===== src/hw/rtl/rss_pkg.sv =====
// Shared definitions for the running sample statistics core.
// Holds default field widths and the status bundle of the iterative units.
// No dependencies.
`timescale 1ns / 1ps

package rss_pkg;

  // Default field widths
  localparam int RSS_COUNT_BITS  = 24;
  localparam int RSS_SAMPLE_BITS = 16;

  // Status of an iterative arithmetic unit
  typedef struct packed {
    logic busy;  // iterating
    logic done;  // one-cycle pulse: result valid from this cycle on
  } rss_unit_stat_t;

endpackage


===== src/hw/rtl/rss_divider.sv =====
// Bit-serial restoring divider: one quotient bit per cycle, dividend MSB first.
// Depends on rss_pkg for the unit status bundle.
`timescale 1ns / 1ps

module rss_divider import rss_pkg::*; #(
  parameter int DIVIDEND_W = 56,
  parameter int DIVISOR_W  = 24,
  parameter int QUOTIENT_W = 32
) (
  input  logic                  clk,
  input  logic                  rst_n,
  input  logic                  start,
  input  logic [DIVIDEND_W-1:0] dividend,
  input  logic [DIVISOR_W-1:0]  divisor,
  output logic [QUOTIENT_W-1:0] quotient,
  output rss_unit_stat_t        stat
);

  localparam int STEP_W = $clog2(DIVIDEND_W + 1);
  localparam logic [STEP_W-1:0] LAST_STEP = STEP_W'(DIVIDEND_W - 1);

  logic                  busy_r, busy_nxt;
  logic                  done_r, done_nxt;
  logic [STEP_W-1:0]     step_r, step_nxt;
  logic [DIVIDEND_W-1:0] dvd_r, dvd_nxt;
  logic [DIVISOR_W-1:0]  dvs_r, dvs_nxt;
  logic [DIVISOR_W-1:0]  rem_r, rem_nxt;
  logic [QUOTIENT_W-1:0] quo_r, quo_nxt;
  logic [DIVISOR_W:0]    trial;
  logic [DIVISOR_W:0]    diff;
  logic                  fits;

  // Shift in one dividend bit, subtract the divisor where it fits
  always_comb begin
    trial    = {rem_r, dvd_r[DIVIDEND_W-1]};
    diff     = trial - {1'b0, dvs_r};
    fits     = (trial >= {1'b0, dvs_r});
    busy_nxt = busy_r;
    done_nxt = 1'b0;
    step_nxt = step_r;
    dvd_nxt  = dvd_r;
    dvs_nxt  = dvs_r;
    rem_nxt  = rem_r;
    quo_nxt  = quo_r;
    if (start) begin
      busy_nxt = 1'b1;
      step_nxt = '0;
      dvd_nxt  = dividend;
      dvs_nxt  = divisor;
      rem_nxt  = '0;
      quo_nxt  = '0;
    end else if (busy_r) begin
      dvd_nxt  = dvd_r << 1;
      rem_nxt  = fits ? diff[DIVISOR_W-1:0] : trial[DIVISOR_W-1:0];
      quo_nxt  = {quo_r[QUOTIENT_W-2:0], fits};
      step_nxt = step_r + 1'b1;
      if (step_r == LAST_STEP) begin
        busy_nxt = 1'b0;
        done_nxt = 1'b1;
      end
    end
  end

  // Hold control under reset, datapath free-running
  always_ff @(posedge clk) begin
    if (!rst_n) begin
      busy_r <= 1'b0;
      done_r <= 1'b0;
    end else begin
      busy_r <= busy_nxt;
      done_r <= done_nxt;
    end
    step_r <= step_nxt;
    dvd_r  <= dvd_nxt;
    dvs_r  <= dvs_nxt;
    rem_r  <= rem_nxt;
    quo_r  <= quo_nxt;
  end

  assign quotient  = quo_r;
  assign stat.busy = busy_r;
  assign stat.done = done_r;

endmodule


===== src/hw/rtl/rss_isqrt.sv =====
// Digit-serial floor square root: two radicand bits and one root bit per cycle.
// Depends on rss_pkg for the unit status bundle.
`timescale 1ns / 1ps

module rss_isqrt import rss_pkg::*; #(
  parameter int ROOT_W = 16
) (
  input  logic                  clk,
  input  logic                  rst_n,
  input  logic                  start,
  input  logic [2*ROOT_W-1:0]   radicand,
  output logic [ROOT_W-1:0]     root,
  output rss_unit_stat_t        stat
);

  localparam int RAD_W  = 2 * ROOT_W;
  localparam int STEP_W = $clog2(ROOT_W + 1);
  localparam logic [STEP_W-1:0] LAST_STEP = STEP_W'(ROOT_W - 1);

  logic              busy_r, busy_nxt;
  logic              done_r, done_nxt;
  logic [STEP_W-1:0] step_r, step_nxt;
  logic [RAD_W-1:0]  rad_r, rad_nxt;
  logic [ROOT_W:0]   rem_r, rem_nxt;
  logic [ROOT_W-1:0] root_r, root_nxt;
  logic [ROOT_W+2:0] trial;
  logic [ROOT_W+2:0] test;
  logic [ROOT_W+2:0] diff;
  logic              fits;

  // Bring down two bits, try 4*root+1 against the partial remainder
  always_comb begin
    trial    = {rem_r, rad_r[RAD_W-1:RAD_W-2]};
    test     = {1'b0, root_r, 2'b01};
    diff     = trial - test;
    fits     = (trial >= test);
    busy_nxt = busy_r;
    done_nxt = 1'b0;
    step_nxt = step_r;
    rad_nxt  = rad_r;
    rem_nxt  = rem_r;
    root_nxt = root_r;
    if (start) begin
      busy_nxt = 1'b1;
      step_nxt = '0;
      rad_nxt  = radicand;
      rem_nxt  = '0;
      root_nxt = '0;
    end else if (busy_r) begin
      rad_nxt  = rad_r << 2;
      rem_nxt  = fits ? diff[ROOT_W:0] : trial[ROOT_W:0];
      root_nxt = {root_r[ROOT_W-2:0], fits};
      step_nxt = step_r + 1'b1;
      if (step_r == LAST_STEP) begin
        busy_nxt = 1'b0;
        done_nxt = 1'b1;
      end
    end
  end

  always_ff @(posedge clk) begin
    if (!rst_n) begin
      busy_r <= 1'b0;
      done_r <= 1'b0;
    end else begin
      busy_r <= busy_nxt;
      done_r <= done_nxt;
    end
    step_r <= step_nxt;
    rad_r  <= rad_nxt;
    rem_r  <= rem_nxt;
    root_r <= root_nxt;
  end

  assign root      = root_r;
  assign stat.busy = busy_r;
  assign stat.done = done_r;

endmodule


===== src/hw/rtl/running_sample_statistics_core.sv =====
// Running min / max / mean / standard deviation of a signed sample stream.
// A sample runs through the squarer, both dividers, a second squaring and the root unit;
// a sample dropped on a full count skips the first squaring and the update, a clear goes to emit.
// One item at a time, the next taken the cycle after a result loads.
// A result may wait at the output.
// Synchronous active-low reset empties the statistics. Uses rss_pkg, rss_divider, rss_isqrt.
`timescale 1ns / 1ps

module running_sample_statistics_core import rss_pkg::*; #(
  parameter int COUNT_BITS  = RSS_COUNT_BITS,
  parameter int SAMPLE_BITS = RSS_SAMPLE_BITS,
  localparam int IN_TDATA_W   = ((SAMPLE_BITS + 7) / 8) * 8,
  localparam int OUT_FIELDS_W = COUNT_BITS + 4 * SAMPLE_BITS - 1,
  localparam int OUT_TDATA_W  = ((OUT_FIELDS_W + 7) / 8) * 8
) (
  input  logic                   clk,
  input  logic                   rst_n,
  // Input channel
  input  logic                   in_tvalid,
  output logic                   in_tready,
  input  logic [IN_TDATA_W-1:0]  in_tdata,   // sample_value
  input  logic                   in_tuser,   // action (1 = clear)
  // Result channel
  output logic                   out_tvalid,
  input  logic                   out_tready,
  output logic [OUT_TDATA_W-1:0] out_tdata,  // total_samples, lowest, highest, average, spread
  output logic [1:0]             out_tuser   // is_empty, is_full
);

  localparam int SUM_W  = SAMPLE_BITS + COUNT_BITS;
  localparam int SQ_W   = 2 * SAMPLE_BITS + COUNT_BITS;
  localparam int PROD_W = 2 * SAMPLE_BITS;
  localparam int CNT_W  = $clog2(SAMPLE_BITS + 1);
  localparam logic [CNT_W-1:0] LAST_BIT = CNT_W'(SAMPLE_BITS - 1);
  localparam logic signed [SAMPLE_BITS-1:0] S_MAX = {1'b0, {(SAMPLE_BITS-1){1'b1}}};
  localparam logic signed [SAMPLE_BITS-1:0] S_MIN = {1'b1, {(SAMPLE_BITS-1){1'b0}}};
  localparam logic [COUNT_BITS-1:0] C_MAX = {COUNT_BITS{1'b1}};

  typedef enum logic [3:0] {
    ST_IDLE,
    ST_SQUARE,
    ST_UPDATE,
    ST_DIV_GO,
    ST_DIVIDE,
    ST_MEAN_SQ,
    ST_VAR,
    ST_ROOT,
    ST_EMIT
  } state_t;

  state_t                        state_r, state_nxt;
  logic signed [SAMPLE_BITS-1:0] low_r, low_nxt;
  logic signed [SAMPLE_BITS-1:0] high_r, high_nxt;
  logic signed [SUM_W-1:0]       sum_r, sum_nxt;
  logic [SQ_W-1:0]               sqsum_r, sqsum_nxt;
  logic [COUNT_BITS-1:0]         tally_r, tally_nxt;
  logic                          full_r, full_nxt;
  logic signed [SAMPLE_BITS-1:0] sample_r, sample_nxt;
  logic [SAMPLE_BITS-1:0]        mul_m_r, mul_m_nxt;
  logic [SAMPLE_BITS-1:0]        mul_b_r, mul_b_nxt;
  logic [PROD_W-1:0]             mul_acc_r, mul_acc_nxt;
  logic [CNT_W-1:0]              cnt_r, cnt_nxt;
  logic                          out_tvalid_r, out_tvalid_nxt;
  logic [OUT_TDATA_W-1:0]        out_tdata_r, out_tdata_nxt;
  logic [1:0]                    out_tuser_r, out_tuser_nxt;

  logic signed [SAMPLE_BITS-1:0] in_sample;
  logic [SAMPLE_BITS-1:0]        in_mag;
  logic [SAMPLE_BITS-1:0]        add_term;
  logic [SAMPLE_BITS:0]          partial;
  logic [SUM_W-1:0]              sum_mag;
  logic                          div_start;
  logic [SAMPLE_BITS-1:0]        mean_q;
  logic [PROD_W-1:0]             msq_q;
  rss_unit_stat_t                mean_stat;
  rss_unit_stat_t                msq_stat;
  logic                          root_start;
  logic [PROD_W-1:0]             variance;
  logic [SAMPLE_BITS-1:0]        root_q;
  rss_unit_stat_t                root_stat;
  logic                          is_empty;
  logic [SAMPLE_BITS-1:0]        avg_out;
  logic [SAMPLE_BITS-2:0]        spread_out;

  // Sample and running-sum magnitudes
  assign in_sample = in_tdata[SAMPLE_BITS-1:0];
  assign in_mag    = in_sample[SAMPLE_BITS-1] ? (~in_sample + 1'b1) : in_sample;
  assign sum_mag   = sum_r[SUM_W-1] ? (~sum_r + 1'b1) : sum_r;

  // Shift-add squarer: one multiplier bit per cycle
  assign add_term = mul_b_r[0] ? mul_m_r : '0;
  assign partial  = {1'b0, mul_acc_r[PROD_W-1:SAMPLE_BITS]} + {1'b0, add_term};

  // Mean and mean of squares, both run over the wider dividend
  assign div_start = (state_r == ST_DIV_GO);

  rss_divider #(
    .DIVIDEND_W (SQ_W),
    .DIVISOR_W  (COUNT_BITS),
    .QUOTIENT_W (SAMPLE_BITS)
  ) u_div_mean (
    .clk      (clk),
    .rst_n    (rst_n),
    .start    (div_start),
    .dividend (SQ_W'(sum_mag)),
    .divisor  (tally_r),
    .quotient (mean_q),
    .stat     (mean_stat)
  );

  rss_divider #(
    .DIVIDEND_W (SQ_W),
    .DIVISOR_W  (COUNT_BITS),
    .QUOTIENT_W (PROD_W)
  ) u_div_msq (
    .clk      (clk),
    .rst_n    (rst_n),
    .start    (div_start),
    .dividend (sqsum_r),
    .divisor  (tally_r),
    .quotient (msq_q),
    .stat     (msq_stat)
  );

  // Clamped variance, then root
  assign root_start = (state_r == ST_VAR);
  assign variance   = (msq_q > mul_acc_r) ? (msq_q - mul_acc_r) : '0;

  rss_isqrt #(
    .ROOT_W (SAMPLE_BITS)
  ) u_isqrt (
    .clk      (clk),
    .rst_n    (rst_n),
    .start    (root_start),
    .radicand (variance),
    .root     (root_q),
    .stat     (root_stat)
  );

  // Result fields
  assign is_empty   = (tally_r == '0);
  assign avg_out    = is_empty ? '0 : (sum_r[SUM_W-1] ? (~mean_q + 1'b1) : mean_q);
  assign spread_out = is_empty ? '0 :
                      (root_q[SAMPLE_BITS-1] ? {(SAMPLE_BITS-1){1'b1}}
                                             : root_q[SAMPLE_BITS-2:0]);

  assign in_tready = (state_r == ST_IDLE);

  // Sequence one item: square, update, divide, square, root, emit; clears and drops skip steps
  always_comb begin
    state_nxt      = state_r;
    low_nxt        = low_r;
    high_nxt       = high_r;
    sum_nxt        = sum_r;
    sqsum_nxt      = sqsum_r;
    tally_nxt      = tally_r;
    full_nxt       = full_r;
    sample_nxt     = sample_r;
    mul_m_nxt      = mul_m_r;
    mul_b_nxt      = mul_b_r;
    mul_acc_nxt    = mul_acc_r;
    cnt_nxt        = cnt_r;
    out_tvalid_nxt = out_tvalid_r;
    out_tdata_nxt  = out_tdata_r;
    out_tuser_nxt  = out_tuser_r;

    // Drop the result once transferred
    if (out_tvalid_r && out_tready) begin
      out_tvalid_nxt = 1'b0;
    end

    unique case (state_r)
      ST_IDLE: begin
        if (in_tvalid) begin
          if (in_tuser) begin
            low_nxt   = S_MAX;
            high_nxt  = S_MIN;
            sum_nxt   = '0;
            sqsum_nxt = '0;
            tally_nxt = '0;
            full_nxt  = 1'b0;
            state_nxt = ST_EMIT;
          end else if (tally_r == C_MAX) begin
            full_nxt  = 1'b1;
            state_nxt = ST_DIV_GO;
          end else begin
            full_nxt    = 1'b0;
            sample_nxt  = in_sample;
            mul_m_nxt   = in_mag;
            mul_b_nxt   = in_mag;
            mul_acc_nxt = '0;
            cnt_nxt     = '0;
            state_nxt   = ST_SQUARE;
          end
        end
      end
      ST_SQUARE, ST_MEAN_SQ: begin
        mul_acc_nxt = {partial, mul_acc_r[SAMPLE_BITS-1:1]};
        mul_b_nxt   = mul_b_r >> 1;
        cnt_nxt     = cnt_r + 1'b1;
        if (cnt_r == LAST_BIT) begin
          state_nxt = (state_r == ST_SQUARE) ? ST_UPDATE : ST_VAR;
        end
      end
      ST_UPDATE: begin
        if (sample_r < low_r) begin
          low_nxt = sample_r;
        end
        if (sample_r > high_r) begin
          high_nxt = sample_r;
        end
        sum_nxt   = sum_r + SUM_W'(sample_r);
        sqsum_nxt = sqsum_r + SQ_W'(mul_acc_r);
        tally_nxt = tally_r + 1'b1;
        state_nxt = ST_DIV_GO;
      end
      ST_DIV_GO: begin
        state_nxt = ST_DIVIDE;
      end
      ST_DIVIDE: begin
        if (mean_stat.done && msq_stat.done) begin
          mul_m_nxt   = mean_q;
          mul_b_nxt   = mean_q;
          mul_acc_nxt = '0;
          cnt_nxt     = '0;
          state_nxt   = ST_MEAN_SQ;
        end
      end
      ST_VAR: begin
        state_nxt = ST_ROOT;
      end
      ST_ROOT: begin
        if (root_stat.done) begin
          state_nxt = ST_EMIT;
        end
      end
      ST_EMIT: begin
        if (!out_tvalid_r || out_tready) begin
          out_tvalid_nxt = 1'b1;
          out_tdata_nxt  = OUT_TDATA_W'({spread_out, avg_out, high_r, low_r, tally_r});
          out_tuser_nxt  = {full_r, is_empty};
          state_nxt      = ST_IDLE;
        end
      end
      default: begin
        state_nxt = ST_IDLE;
      end
    endcase
  end

  // Hold state, statistics and the output register
  always_ff @(posedge clk) begin
    if (!rst_n) begin
      state_r      <= ST_IDLE;
      low_r        <= S_MAX;
      high_r       <= S_MIN;
      sum_r        <= '0;
      sqsum_r      <= '0;
      tally_r      <= '0;
      full_r       <= 1'b0;
      out_tvalid_r <= 1'b0;
    end else begin
      state_r      <= state_nxt;
      low_r        <= low_nxt;
      high_r       <= high_nxt;
      sum_r        <= sum_nxt;
      sqsum_r      <= sqsum_nxt;
      tally_r      <= tally_nxt;
      full_r       <= full_nxt;
      out_tvalid_r <= out_tvalid_nxt;
    end
    sample_r    <= sample_nxt;
    mul_m_r     <= mul_m_nxt;
    mul_b_r     <= mul_b_nxt;
    mul_acc_r   <= mul_acc_nxt;
    cnt_r       <= cnt_nxt;
    out_tdata_r <= out_tdata_nxt;
    out_tuser_r <= out_tuser_nxt;
  end

  assign out_tvalid = out_tvalid_r;
  assign out_tdata  = out_tdata_r;
  assign out_tuser  = out_tuser_r;

  // Both dividers start together and must finish together
  a_div_lockstep: assert property (@(posedge clk) disable iff (!rst_n)
    mean_stat.done == msq_stat.done)
    else $error("dividers out of step");

  // No unit may still be working once a new item can be taken
  a_idle_quiet: assert property (@(posedge clk) disable iff (!rst_n)
    (state_r == ST_IDLE) |-> (!mean_stat.busy && !msq_stat.busy && !root_stat.busy))
    else $error("arithmetic unit busy while idle");

  // The count only steps up by one or returns to zero on a clear
  a_tally_step: assert property (@(posedge clk) disable iff (!rst_n)
    (tally_r != $past(tally_r)) |-> (tally_r == $past(tally_r) + 1'b1 || tally_r == '0))
    else $error("sample count jumped");

  // A new result is loaded only from the emit step
  a_emit_only: assert property (@(posedge clk) disable iff (!rst_n)
    $rose(out_tvalid_r) |-> ($past(state_r) == ST_EMIT))
    else $error("result raised outside emit");

endmodule

===== config.mk =====
export PLATFORM = sky130hd
export DESIGN_NAME = running_sample_statistics_core
export DESIGN_NICKNAME = d
export VERILOG_FILES = /design/src/hw/rtl/rss_pkg.sv /design/src/hw/rtl/rss_divider.sv /design/src/hw/rtl/rss_isqrt.sv /design/src/hw/rtl/running_sample_statistics_core.sv
export SDC_FILE = /design/constraint.sdc
export NUM_CORES = 2
export LEC_CHECK = 0
export CAP_MARGIN = 10
export CORE_MARGIN = 2
export CORE_UTILIZATION = 45
export CTS_BUF_LIST = sky130_fd_sc_hd__clkbuf_8
export DETAILED_ROUTE_END_ITERATION = 16
export DONT_BUFFER_PORTS = 1
export PLACE_DENSITY_LB_ADDON = 0.2
export SYNTH_ARGS = -nofsm -noshare
export SYNTH_HDL_FRONTEND = slang
export SYNTH_SLANG_ARGS = --single-unit

===== constraint.sdc =====
create_clock -name clk -period 6.18 [get_ports clk]
set_clock_uncertainty 0.1 [all_clocks]
set_input_delay 0.309 -clock clk [delete_from_list [all_inputs] [get_ports clk]]
set_output_delay 0.309 -clock clk [all_outputs]
set_load 0.03 [all_outputs]

## Word level (Yosys, flattened, before mapping)

Index checks and enable logic that the tools add are counted.

| operators by class | value |
|---|---|
| add/subtract/negate cells | 15 |
| $lt $le $gt $ge | 6 |
| equality and inequality tests | 23 |
| mux-type cells | 74 |
| bitwise operators | 9 |
| reduce and logical (&&, ||, !) cells | 25 |

Operator list:

| operator | number |
|---|---|
| 32-bit two-way mux | 7 |
| 56-bit two-way mux | 4 |
| 16-bit two-way mux | 13 |
| 40-bit two-way mux | 5 |
| 56-bit case mux with 2 select lines | 1 |
| 24-bit two-way mux | 4 |
| 16-bit case mux with 2 select lines | 3 |
| 32-bit case mux with 3 select lines | 1 |
| 40-bit case mux with 2 select lines | 1 |
| 56-bit by 32-bit adder with 56-bit output | 1 |
| 25-bit by 24-bit greater-or-equal comparator with 1-bit output | 2 |
| 16-bit case mux with 3 select lines | 1 |
| 24-bit case mux with 2 select lines | 1 |
| 24-bit subtractor | 2 |
| 40-bit by 1-bit adder with 40-bit output (second input constant) | 1 |
| 40-bit by 16-bit adder with 40-bit output | 1 |
| 40-bit inverter | 1 |
| 16-bit by 1-bit adder with 16-bit output (second input constant) | 2 |
| 32-bit > comparator | 1 |
| 16-bit inverter | 2 |
| 4-bit case mux with 8 select lines | 1 |
| 32-bit subtractor | 1 |
| 24-bit by 1-bit adder with 24-bit output (second input constant) | 1 |
| 24-bit equality test (second input constant) | 1 |
| 37 further kinds | 94 |

| word-level totals | value |
|---|---|
| register bits | 652 |
| input bits | 21 |
| output and inout port bits | 92 |
| logic and storage cells | 188 |

## Depth between registers and ports, before layout

| depth | value |
|---|---|
| word-level depth | 7 |
| depth in mapped cells | 14 |

## By module

From an unflattened synthesis, not the netlist that was laid out.

| second synthesis, totals | value |
|---|---|
| cell total of the unflattened synthesis | 3866 |
| area, all modules | 38428.1 µm² |

By module, submodules not included:

| module | instances | cells an instance | area an instance (µm²) | seq. area each (µm²) |
|---|---|---|---|---|
| running_sample_statistics_core | 1 | 2319 | 21086.5 | 8388.0 |
| rss_divider at u_div_msq | 1 | 607 | 6915.4 | 3683.5 |
| rss_divider at u_div_mean | 1 | 564 | 6473.7 | 3363.2 |
| rss_isqrt | 1 | 376 | 3952.5 | 1761.7 |

## Worst setup path before layout

OpenSTA, ideal clock, no wires.

| path | value |
|---|---|
| path type | register to register |
| start | register tally_r[17] |
| end | register cnt_r[0] (enable) |
| library setup time | 545 ps |
| data arrival time | 5074 ps |
| required time | 5535 ps |
| slack | 461 ps |
| stages on the path, launching flop included | 10 |
| buffers on the path | 0 |
| period minus slack after synthesis | 5719 ps |
| cells stage by stage | dfxtp_1 -> and3_1 -> and3_1 -> nand3_1 -> nor2_1 -> nand3_1 -> nand3b_1 -> nor2_1 -> a31oi_1 -> a21boi_0 |

| between the ends | value |
|---|---|
| longest elaborated chain between the ends | 3 |

RTL lines:

| what | RTL line | source |
|---|---|---|
| start, declared | running_sample_statistics_core.sv:56 | `logic [COUNT_BITS-1:0] tally_r, tally_nxt;` |
| start signal, assigned | running_sample_statistics_core.sv:268 | `tally_r <= tally_nxt;` |
| 24-bit equality test | running_sample_statistics_core.sv:183 | `end else if (tally_r == C_MAX) begin` |
| 2-bit inequality test (no source line) | - |  |
| 5-bit AND reduction (no source line) | - |  |
| end signal, assigned | running_sample_statistics_core.sv:276 | `cnt_r <= cnt_nxt;` |
| end, declared | running_sample_statistics_core.sv:62 | `logic [CNT_W-1:0] cnt_r, cnt_nxt;` |

Every way passes these cells.
A chain may end at the register's enable or synchronous reset.

## Worst setup path in the final report

| path | value |
|---|---|
| start | register u_div_msq.dvs_r[1] |
| end | register u_div_msq.rem_r[1] |

| between the ends | value |
|---|---|
| longest elaborated chain between the ends | 2 |

RTL lines:

| what | RTL line | source |
|---|---|---|
| start, declared | rss_divider.sv:26 | `logic [DIVISOR_W-1:0] dvs_r, dvs_nxt;` |
| start signal, assigned | rss_divider.sv:75 | `dvs_r <= dvs_nxt;` |
| 24-bit subtractor / 25-bit by 24-bit greater-or-equal comparator with 1-bit output (equally long branches) | rss_divider.sv:36, rss_divider.sv:37 |  |
| 24-bit two-way mux (*) | rss_divider.sv:54 | `rem_nxt = fits ? diff[DIVISOR_W-1:0] : trial[DIVISOR_W-1:0];` |
| end signal, assigned | rss_divider.sv:76 | `rem_r <= rem_nxt;` |
| end, declared | rss_divider.sv:27 | `logic [DIVISOR_W-1:0] rem_r, rem_nxt;` |

Mark *: on every way between the ends. The rest lies on a longest branch, timed or not.

==> run metrics <==
port bufs=0; flops & latches, synth=652; max layer used=met4; CTS max path bufs=3; critical path arrival=5140 ps; detailed placement HPWL=59.90 mm; status=finished, final reports clean; worst-path fanout max=25; largest net degree at the start of global routing=approximately 160; Detail Route met3 WL=just over 4 mm; net switching power=0.004664 W; Area contributors post-synth=edfxtp_1 (27%), dfxtp_1 (18%), ha_1 (7.9%); overall power=0.01358 W; via total after detailed routing=roughly 28,000; PD cells=341.1 nW/µm²; Peak Freq=about 220 MHz; Residual DRC=0; CTS root buf=clkbuf_8; switching share of power=0.3434; Initial Util=0.4564; Synthesized Nets=4,149; num rows=103; synth cell count leaders=nand2_1 (437), nor2_1 (382), dfxtp_1 (326), edfxtp_1 (326), o21ai_0 (312); metal1 wirelength=41.05 mm; Gate power share=0.296; Finish-stage setup viols=0; CTS Buf Count=114; core area=roughly 79,000 µm²; critical path class=flip-flop to flip-flop; die area=82,660 µm²; HP Class=primary input to flip-flop; gr ovfl total=0; peak supply drop=0.0001854 V; Fill cells=7,416; GRT Util Overall=0.2115; Final Max Slew Viols=0; EDFF count, synth=326; H-tree levels=3; Clock Power Share=0.303; leak pwr=16.07 nW; Yosys top cell area share=0.2707; TritonCTS Sinks=652; Most used DFF post-synth=edfxtp_1; TritonRoute pass-1 iters=5; Power Internal=0.008916 W; FFs w/ async S/R, synth=0; vias in the first global route=approximately 27,000; nets=4,141; area leader, netlist=edfxtp_1; cell area after layout=39,810 µm²; synth unique cells=83; setup_tns=0 ps; nature of the critical path endpoint=flip-flop; placed cell area=37,170 µm²; final RePlAce weighted congestion=between 0.8 and 0.9; cell area after synthesis=roughly 36,000 µm²; Ys Warns=0; Slew HR=0.1453; Max-Cap Viols=0; first-pass GRT wire length=142.7 mm; final hold violation count=0; 1st-iter DRT viols=1,645; total wire length=87.82 mm; synthesized area per cell=~9.3 µm²; Req. time, crit path=6730 ps; Skew-Pair Late Insertion Delay=750 ps; Seq/Total Area, Yosys=0.4511; routed length on met2=roughly 40 mm; DRT antenna net count=0; RSZ-0062 raised after global routing=false; CTS tree=yes; final period utilization=0.7412; worst slew pin tran=1274 ps; IO Pins=about 110; Area Overhead vs Synth=10.08%; element type at the critical path start=flip-flop; share of cells above drive strength 1=0.06242; initial antenna violation count=1; post-DR vias/cell=approximately 5.5; Reg clk slew, reported paths=60 ps; Reg power frac=0.401; Gate Count Post-Synth=3,895; min cycle time layout=between 4000 and 5000 ps; die extent in x=287.5 µm; count leader, synth=nand2_1; die height=287.5 µm; fin util=0.5023; wire length per cell=17.42 µm; Post-CTS Setup Inserts=0
==> critical path, cell delays in order, from the launching register on <==
cell and delay, ps:
edfxtp_1 420, inv_1 90, ha_1 310, nor2b_1 130
o21ai_0 220, a21boi_0 230, o31ai_1 460, a21boi_0 230
o41ai_1 620, o211ai_1 260, a21oi_4 870, mux2_2 410
o21ai_0 130
==> worst paths after layout <==
kind	slack [ps]	depth (start not counted)	start	endpoint
max	1600	12	u_div_msq.dvs_r[1]	u_div_msq.rem_r[1]
min	90	4	in_tdata[8]	mul_b_r[15]
max reg2reg	1600	12	u_div_msq.dvs_r[1]	u_div_msq.rem_r[1]
min reg2reg	330	0	low_r[13]	out_tdata[37]
==> registers in the layout (all words and copies together), names as in the netlist, 16 cells and up <==
register             flops
mul_acc_r               32
u_div_mean.rem_r        24
u_isqrt.rad_r           32
u_div_mean.dvd_r        56
u_div_mean.quotient     16
mul_b_r                 16
sqsum_r                 56
u_div_msq.dvd_r         56
tally_r                 24
u_div_msq.quotient      32
out_tdata               87
u_isqrt.root            16
high_r                  16
mul_m_r                 16
sample_r                16
u_isqrt.rem_r           17
sum_r                   40
u_div_msq.rem_r         24
u_div_msq.dvs_r         24
low_r                   16
==> timing repair <==
action                                 4_1_cts  5_1_grt
hold buffers                                23        0
resized for setup                            0        0
endpoints found under the hold margin      134        0
==> cells in the final DEF, fill, tap and decap left out, types with 20 or more instances in the layout <==
cell,instances
o31ai_1,31
dlygate4sd3_1,22
o21ai_0,312
inv_1,231
clkbuf_8,129
nor4_1,30
dfxtp_1,322
or3_1,31
a21o_1,93
o21a_1,35
buf_4,27
and2_1,34
xnor2_1,112
nor2_1,379
o21bai_1,26
mux2i_1,139
nand2_1,436
nand2b_1,43
nand3_1,83
nor3_1,29
xor2_1,138
and3_1,32
nor2b_1,34
edfxtp_1,326
a22oi_1,46
a21oi_1,279
ha_1,227
nand4_1,44
a31oi_1,34
a211oi_1,20
==> layer usage <==
| metal | track usage | vias up |
|---|---|---|
| met1 | 0.2817 | 12990 |
| met3 | 0.03431 | 137 |
| met2 | 0.3469 | 557 |
| met4 | 0.07643 | 0 |
| li1 | - | 13980 |
| met5 | 0 | - |
==> area by class of cell <==
cell class	count	area [µm²]	area share
antenna	2	5.005	0.0001257
clock buffer	129	1775	0.04459
clock inverter	89	621.8	0.01562
inverter	186	703.2	0.01766
multi-input combinational	2881	18590	0.4668
sequential	652	16330	0.4100
tap	1050	1314	0.03300
timing repair buffer	52	483.0	0.01213
==> logic make-up after synthesis <==
kind of cell | Yosys count | share of synthesized area
muxes | 143 | 0.03971
xor gates and xnor gates | 250 | 0.06054
and+or+nand+nor | 1253 | 0.1590
DFF | 652 | 0.4511
AOI/OAI and AO/OA | 1001 | 0.1698
other | 1 | 0.0001037
buffers and inverters | 362 | 0.03791
adders and majority gates | 233 | 0.08185
==> power by group through the flow <==
stage / clock network (W) / registers, W / logic (W)
after floorplan: 0 / 0.00541 / 0.00321
after global placement: 0 / 0.00553 / 0.00394
after detailed placement: 0 / 0.00553 / 0.00397
after CTS: 0.00424 / 0.00545 / 0.00402
after global routing: 0.00443 / 0.00550 / 0.00456
final: 0.00411 / 0.00545 / 0.00403
==> per-stage QoR <==
step	hold slack (ps)	instances	worst slack, ps
final	89.79	5041	1600
after global placement	286.6	4798	1817
after floorplan	307.9	3895	461.3
after CTS	0.7041	5039	1593
after detailed placement	290.5	4798	1632
after global routing	74.40	5040	1177
Power figures use the tool's default switching activity.
